### src/rtl/core/strmax_pkg.sv
`timescale 1ns / 1ps
// Shared types and fixed widths for the segment tree range maximum unit.
package strmax_pkg;

    localparam int COUNT_BITS = 11;
    localparam int INDEX_BITS = 10;
    localparam int DATA_BITS  = 32;

    localparam logic OP_LOAD  = 1'b0;
    localparam logic OP_QUERY = 1'b1;

    typedef enum logic [2:0] {
        S_CLEAR,
        S_IDLE,
        S_LEAF,
        S_UPD_RD,
        S_UPD_WR,
        S_Q_RD,
        S_Q_ACC
    } t_state;

    typedef struct packed {
        logic clr_step;
        logic capture;
        logic leaf_wr;
        logic upd_wr;
        logic rd_query;
        logic q_acc;
        logic finish;
    } t_dp_cmd;

    typedef struct packed {
        logic clr_last;
        logic load_ok;
        logic q_empty;
        logic upd_last;
        logic q_last;
    } t_dp_status;

endpackage

### src/rtl/core/strmax_ctrl.sv
`timescale 1ns / 1ps
// Sequencer for the clearing pass, tree updates and range queries.
module strmax_ctrl (
    input  logic                   i_clk,
    input  logic                   i_rst_n,
    input  logic                   i_start,
    input  logic                   i_op,
    input  strmax_pkg::t_dp_status i_status,
    output strmax_pkg::t_dp_cmd    o_cmd,
    output logic                   o_busy
);
    import strmax_pkg::*;

    t_state r_state;
    t_state n_state;

    always_ff @(posedge i_clk) begin
        if (!i_rst_n) begin
            r_state <= S_CLEAR;
        end else begin
            r_state <= n_state;
        end
    end

    always_comb begin
        n_state = r_state;
        unique case (r_state)
            S_CLEAR: begin
                if (i_status.clr_last) begin
                    n_state = S_IDLE;
                end
            end
            S_IDLE: begin
                if (i_start) begin
                    if (i_op == OP_QUERY) begin
                        n_state = i_status.q_empty ? S_IDLE : S_Q_RD;
                    end else begin
                        n_state = i_status.load_ok ? S_LEAF : S_IDLE;
                    end
                end
            end
            S_LEAF:   n_state = S_UPD_RD;
            S_UPD_RD: n_state = S_UPD_WR;
            S_UPD_WR: begin
                n_state = i_status.upd_last ? S_IDLE : S_UPD_RD;
            end
            S_Q_RD:   n_state = S_Q_ACC;
            S_Q_ACC: begin
                n_state = i_status.q_last ? S_IDLE : S_Q_RD;
            end
            default:  n_state = S_IDLE;
        endcase
    end

    always_comb begin
        o_cmd  = '0;
        o_busy = 1'b1;
        unique case (r_state)
            S_CLEAR: o_cmd.clr_step = 1'b1;
            S_IDLE: begin
                o_busy = 1'b0;
                if (i_start) begin
                    o_cmd.capture = 1'b1;
                    o_cmd.finish  = (i_op == OP_QUERY) && i_status.q_empty;
                end
            end
            S_LEAF:   o_cmd.leaf_wr = 1'b1;
            S_UPD_RD: o_cmd.rd_query = 1'b0;
            S_UPD_WR: o_cmd.upd_wr = 1'b1;
            S_Q_RD:   o_cmd.rd_query = 1'b1;
            S_Q_ACC: begin
                o_cmd.q_acc  = 1'b1;
                o_cmd.finish = i_status.q_last;
            end
            default:  o_busy = 1'b1;
        endcase
    end

endmodule

### config.mk
export PLATFORM = sky130hd
export DESIGN_NAME = strmax_ctrl
export DESIGN_NICKNAME = d
export VERILOG_FILES = /design/src/rtl/core/strmax_pkg.sv /design/src/rtl/core/strmax_ctrl.sv
export SDC_FILE = /design/constraint.sdc
export NUM_CORES = 1
export LEC_CHECK = 0
export BUFFER_PORTS_ARGS = -buffer_cell sky130_fd_sc_hd__buf_4
export CORE_AREA = 3 3 40 42
export DETAILED_ROUTE_END_ITERATION = 8
export DIE_AREA = 0 0 43 45
export GPL_ROUTABILITY_DRIVEN = 0
export SLEW_MARGIN = 20
export SYNTH_ARGS = -nofsm -noshare
export SYNTH_HDL_FRONTEND = slang
export SYNTH_SLANG_ARGS = --single-unit
### constraint.sdc
create_clock -name i_clk -period 2.18 [get_ports i_clk]
set_input_delay 0 -clock i_clk [delete_from_list [all_inputs] [get_ports i_clk]]
set_output_delay 0 -clock i_clk [all_outputs]
set_load 0.1 [all_outputs]
==> results by group, run 1 <==
Outcome
  – Outcome: finished, final reports clean

Timing
  – Highest clock rate: 614.6 MHz
  – Max_slew headroom: 0.7014
  – Setup WS post-layout: 0.5529 ns
  – Unrepaired setup endpoints after global routing: false
  – Slew Limit Fails: 0
  – Slew @ Worst Pin: 0.4474 ns
  – Layout Skew: 0.001831 ns
  – Hold WS: 0.02019 ns
  – Setup Viol. Count Final: 0
  – Hold Vio Cnt, Final: 0
  – Setup_tns: 0 ns
  – Final period utilization: 0.7464
  – Fin crit period: ~1.6 ns

Yosys
  – Synth area leaders: dfxtp_1 22%, buf_6 8.4%, nor3_2 7.4%
  – Yosys synthesis warning count: 0
  – Post-synth EDFFs: 0
  – Mapped Area: 269.0 sq um
  – Post-synth top cells: 4 x nor2_1, 3 x a21oi_1, 3 x dfxtp_1, 3 x nand2_1
  – Ys async rst share: 0
  – Most frequent cell after synthesis: nor2_1
  – Seq cells post-synth: 3
  – Average cell area after synthesis: 7.686 sq um
  – Synth top area share: 0.2233
  – Syn Inst Count: 35
  – Top_reg_cell synth: dfxtp_1
  – Distinct cells, synth: 20
  – Post-synth top area cell: dfxtp_1
  – Register area share after synthesis: 0.2233
  – Syn_nets: 44

Worst setup path
  – Capture point of the critical path: o_cmd[0]
  – Setup Crit Path Kind: reg2out
  – CP arrival: approximately 1.6 ns
  – Startpoint types: register
  – CP Max Fanout: 13
  – RR Startpoint: r_state[0]
  – R2R setup slack: 0.93 ns
  – R2R depth: 3
  – Worst Setup End Kind: primary output
  – Critical R2R Capture: r_state[0]
  – WP data required: 2.18 ns
  – CP startpoint: r_state[0]

Pwr
  – Peak supply drop: 0.3353 mV
  – Pwr Density: 679.9 nW/um^2
  – Tot Pwr: approximately 0.28 mW
  – Lkg Pwr: around 0.22 nW

Routing
  – Pre-antenna DRT Iters: 4
  – DR iter-0 viols: 3
  – Remaining DRCs: 0
  – Routed Antenna Nets: 0
  – DR WL/cell: 10.33 microns
  – WL final: 692 microns
  – DR vias/cell: 4.746
  – Routed vias: approximately 320

Cells and area
  – Fill count: 146
  – Max reg flops: 3
  – Largest regs: r_state (3)
  – Final non-filler cell total: 67
  – Nets: between 60 and 70
  – P&R area growth vs syn: 55.35%
  – Top reg by flops: r_state
  – N_diodes: 0
  – Share of cells above drive strength 1: 0.4808
  – Final instance area: ~420 sq um
  – Fin util: 0.3252

Placement
  – Number of port buffers: 16
  – Pre-CTS setup slack: 0.8154 ns
  – Dpl cells: 63
  – DP HPWL: approximately 540 microns
  – Area after DPL: 391.6 sq um

CTS
  – Post-CTS Setup Bufs: 0
  – H-Tree Level Count: 1
  – CTS tree: yes
  – CTS Buf Count: 3
  – Worst-Skew Late Latency: 0.23 ns
  – Longest Clk Path Bufs: 2
  – Number of gates resized after cts: 0
  – Clk sink count: 3
  – CTS Hold Bufs: 0
  – Reg clk slew, reported paths: around 0.040 ns
  – CTS root buffer: clkbuf_4

Die
  – Core ar.: approximately 1300 sq um
  – Die height: approximately 45 microns
  – Initial core utilization: 0.2093
  – Number of placement rows: 13
  – Number of I/O pins: 17
  – Die footprint: 1935 sq um
  – Die Width: 43 microns

Global routing
  – Gr usage total: 0.08319
  – Number of global-route vias before repair: 271
  – Initial antenna violation count: 0
  – Largest net degree at the start of global routing: 14
  – First-pass GRT wire length: roughly 1200 microns
  – Total gr overflow: 0

Job
  – Max-cap viol count: 0

Worst hold path
  – Hold Path Class: in2reg
-- power breakdown --
group,internal (mW),switching (mW),leakage [nW]
Sequential,0.0590,0.0122,0.0246
Combinational,0.0341,0.0828,0.178
Clock,0.0685,0.0275,0.0150
Total,0.162,0.123,0.218
-- final cells by class --
type	instances	area, sq um	area share
clock buffer	4	26.28	0.06287
sequential	3	60.06	0.1437
inverter	2	7.507	0.01796
timing repair buffer	16	120.1	0.2874
multi-input combinational	27	185.2	0.4431
tap	15	18.77	0.04491
-- logic make-up after synthesis --
kind of cell,count (synthesis),synth area share
flip-flops,3,0.2233
AND/OR/NAND/NOR,16,0.3395
AO/OA/AOI/OAI,11,0.2977
buffers and inverters,5,0.1395
-- critical path, cell delays in order (launching register included) --
cell and delay, ns:
dfxtp_1 0.57, nand2_1 0.19, nor3_4 0.17, a32o_1 0.18
buf_4 0.28
-- per-layer routing --
layer | up-vias | global-route usage | wire length, microns
li1 | 160 | - | -
met1 | 140 | 0.1106 | 307
met2 | 18 | 0.1078 | 282
met3 | 0 | 0.07171 | 101
met4 | 0 | 0 | 0
met5 | - | 0 | 0
-- placed cells by master (no fill, tap or decap) --
master     synthesis  routed
and2b_1            1       1
nor3_1             2       1
buf_4              1      16
nor3_4             0       1
a2bb2oi_1          1       1
inv_1              1       1
nor2_1             4       3
and3_2             1       1
nand2b_1           2       2
clkbuf_4           0       3
a32o_1             1       1
clkbuf_1           0       1
nand2_1            3       3
a21o_1             1       1
nand3b_1           1       1
dfxtp_1            3       3
o21ai_1            2       2
nor3_2             2       2
a21oi_1            3       3
inv_2              1       1
nor2_2             0       1
o311ai_1           1       1
o211a_1            2       2
-- how the worst min path moves through the flow --
| stage | start | to | slack, ns | depth (start not counted) |
|---|---|---|---|---|
| global route | i_rst_n | r_state[1] | 0.02 | 2 |
| floorplan | i_rst_n | r_state[1] | 0.13 | 1 |
| detailed placement | i_rst_n | r_state[1] | 0.26 | 2 |
| CTS | i_rst_n | r_state[1] | 0.01 | 2 |
| finish | i_rst_n | r_state[1] | 0.02 | 2 |
| global placement | i_rst_n | r_state[1] | 0.25 | 2 |
Power figures use the tool's default switching activity.
==> run 2, diff against run 1 <==
- ABC_AREA: unset -> 1
- clock period: 2.18 -> 1.65 ns (I/O delays scaled with it)
==> run 2 against run 1 <==
Final area increased by 21%. Routed wire length increased by 3.2%. Register-to-register slack got worse by 0.37 ns. Synthesized area increased by 5.1%. Power increased by 38%. Synthesized cell count increased by 60%. Clock power increased by 33%. Worst setup slack got worse by 0.40 ns. Via count increased by 16%. Clock skew about the same. Critical path type unchanged. Largest cell class unchanged. Largest power group unchanged.
==> results by group, run 2 <==
Outcome
  – Outcome: finished, final reports clean (unchanged)

Cells and area
  – Final instance area: 505.5 sq um (was 417.9 sq um)
  – Share of cells above drive strength 1: 0.3947 (was 0.4808)
  – Largest regs: r_state (3) (unchanged)
  – Final non-filler cell total: 91 (was 67)
  – Max reg flops: 3 (unchanged)
  – N_diodes: 0 (unchanged)
  – Nets: 86 (was 62)
  – Most frequent cells in the layout: 15 x buf_4, 14 x inv_1, 14 x nand2_1, 6 x nand3_1, 5 x nor2_1
  – Top reg by flops: r_state (unchanged)
  – P&R area growth vs syn: 78.76% (was 55.35%)
  – Most common cell after layout, fill and taps aside: buf_4 (unchanged)
  – Fill count: 149 (was 146)

Pwr
  – Sw Pwr: 0.1757 mW (was 0.1225 mW)
  – Tot Pwr: 0.3932 mW (was 0.2841 mW)
  – Combinational Power Share: 0.458 (was 0.412)
  – Seq pwr share: 0.215 (was 0.250)
  – Lkg Pwr: 0.2918 nW (was 0.2175 nW)
  – Peak supply drop: 0.3018 mV (was 0.3353 mV)
  – Clock power frac: 0.326 (was 0.338)
  – Sw Ratio: 0.4470 (was 0.4313)
  – P_int: 0.2174 mW (was 0.1616 mW)
  – Pwr Density: 777.9 nW/um^2 (was 679.9 nW/um^2)

Global routing
  – Initial antenna violation count: 0 (unchanged)
  – First-pass GRT wire length: 1193 microns (was 1200 microns)
  – Largest net degree at the start of global routing: 6 (was 14)
  – Total gr overflow: 0 (unchanged)
  – Number of global-route vias before repair: 335 (was 271)
  – Gr usage total: 0.08063 (was 0.08319)

Yosys
  – Ys async rst share: 0 (unchanged)
  – Distinct cells, synth: 11 (was 20)
  – Synth top area share: 0.2124 (was 0.2233)
  – Synth area leaders: dfxtp_1 21%, nand2_1 20%, inv_1 19% (was dfxtp_1 22%, buf_6 8.4%, nor3_2 7.4%)
  – Post-synth top area cell: dfxtp_1 (unchanged)
  – Seq cells post-synth: 3 (unchanged)
  – Top_reg_cell synth: dfxtp_1 (unchanged)
  – Post-synth EDFFs: 0 (unchanged)
  – Yosys synthesis warning count: 0 (unchanged)
  – Most frequent cell after synthesis: nand2_1 (was nor2_1)
  – Post-synth top cells: 15 x nand2_1, 14 x inv_1, 7 x nand3_1, 7 x nor2_1 (was 4 x nor2_1, 3 x a21oi_1, 3 x dfxtp_1, 3 x nand2_1)
  – Mapped Area: 282.8 sq um (was 269.0 sq um)
  – Syn Inst Count: 56 (was 35)
  – Syn_nets: 65 (was 44)
  – Average cell area after synthesis: 5.049 sq um (was 7.686 sq um)
  – Register area share after synthesis: 0.2124 (was 0.2233)

CTS
  – Clk sink count: 3 (unchanged)
  – CTS root buffer: clkbuf_4 (unchanged)
  – Worst-Skew Late Latency: 0.23 ns (about the same)
  – Reg clk slew, reported paths: 0.04 ns (about the same)
  – CTS Hold Bufs: 0 (unchanged)
  – Longest Clk Path Bufs: 2 (unchanged)
  – CTS tree: yes (unchanged)
  – H-Tree Level Count: 1 (unchanged)
  – CTS Buf Count: 3 (unchanged)

Placement
  – Dpl cells: 87 (was 63)
  – Number of port buffers: 16 (unchanged)
  – Area after DPL: 475.5 sq um (was 391.6 sq um)
  – DP HPWL: 633.2 microns (was 539.6 microns)

Worst setup path
  – Setup Crit Path Kind: reg2out (unchanged)
  – WP data required: 1.65 ns (was 2.18 ns)
  – Worst Setup End Kind: primary output (unchanged)
  – CP Max Fanout: 5 (was 13)
  – R2R setup slack: 0.56 ns (was 0.93 ns)
  – Startpoint types: register (unchanged)
  – CP arrival: 1.50 ns (was 1.63 ns)

Timing
  – Slew Limit Fails: 0 (unchanged)
  – Layout Skew: 0.001756 ns (was 0.001831 ns)
  – Highest clock rate: 668.6 MHz
  – Hold Vio Cnt, Final: 0 (unchanged)
  – Unrepaired setup endpoints after global routing: false (unchanged)
  – Slew @ Worst Pin: 0.2793 ns (was 0.4474 ns)
  – Max_slew headroom: 0.8153 (was 0.7014)
  – Setup Viol. Count Final: 0 (unchanged)
  – Final period utilization: 0.9064
  – Fin crit period: 1.496 ns
  – Setup_tns: 0 ns (unchanged)

Die
  – Die Width: 43 microns (unchanged)
  – Number of I/O pins: 17 (unchanged)
  – Core ar.: 1285 sq um (unchanged)
  – Number of placement rows: 13 (unchanged)
  – Die height: 45 microns (unchanged)
  – Die footprint: 1935 sq um (unchanged)
  – Initial core utilization: 0.2201 (was 0.2093)

Job
  – Max-cap viol count: 0 (unchanged)

Routing
  – WL final: 714 microns (was 692 microns)
  – Routed vias: 370 (was 318)
  – DR WL/cell: 7.846 microns (was 10.33 microns)
  – Routed Antenna Nets: 0 (unchanged)
  – DR iter-0 viols: 0 (was 3)
  – Pre-antenna DRT Iters: 1 (was 4)
  – Remaining DRCs: 0 (unchanged)
  – DR vias/cell: 4.066 (was 4.746)

Worst hold path
  – Hold Path Class: in2reg (unchanged)
==> run 2: kinds of logic after synthesis <==
| group | synth area share |
|---|---|
| buf+inv | 0.2257 |
| compound gates | 0.03536 |
| simple gates | 0.5266 |
| flops | 0.2124 |
==> run 2: final cells by class <==
type | count | area [sq um] | share of cell area
multi-input combinational | 36 | 207.7 | 0.4109
timing repair buffer | 16 | 123.9 | 0.2450
clock buffer | 4 | 26.28 | 0.05198
inverter | 17 | 68.82 | 0.1361
sequential | 3 | 60.06 | 0.1188
tap | 15 | 18.77 | 0.03713
==> run 2: stage by stage <==
step / utilization / worst slack, ns / hold slack, ns
floorplan: - / -0.09189 / 0.1327
global placement: 0.3700 / 0.3323 / 0.2497
detailed placement: 0.3700 / 0.3145 / 0.2516
CTS: 0.3905 / 0.05899 / 0.007337
global route: 0.3934 / 0.05714 / 0.03593
finish: 0.3934 / 0.1544 / 0.01561
==> run 2: power groups by stage <==
stage / Clock (mW) / Sequential (mW) / Combinational (mW)
6_report: 0.128 / 0.0847 / 0.180
5_1_grt: 0.141 / 0.0851 / 0.193
4_1_cts: 0.136 / 0.0846 / 0.182
3_5_place_dp: 0 / 0.0858 / 0.181
3_3_place_gp: 0 / 0.0856 / 0.181
2_1_floorplan: 0 / 0.0842 / 0.139
==> run 2: what timing repair did <==
action,in CTS,in global routing
setup buffers,0,0
gates resized for setup,0,1
endpoints found under the setup margin,0,1
==> run 2: path summary, 6_finish.rpt <==
kind	startpoint	endpoint	depth (start not counted)
worst max register to register	r_state[1]	r_state[2]	8
worst max-delay path	r_state[1]	o_cmd[0]	8
worst min register to register	r_state[0]	r_state[0]	5
worst min-delay path	i_rst_n	r_state[1]	3
==> run 2: metal layers <==
metal	GRT usage	part of all wire	vias to the layer above
met3	0.02789	0.073	0
li1	-	-	203
met2	0.1377	0.49	8
met5	0	0	-
met1	0.09113	0.43	159
met4	0.03614	0	0
==> run 2: worst max-delay path, stage by stage (launching register included) <==
cell and delay (ns):
dfxtp_1 0.34, inv_2 0.13, nand2_2 0.07, nor2_4 0.16, inv_6 0.04, nor2_4 0.13, nand3_4 0.10, nand2_8 0.08
buf_6 0.21
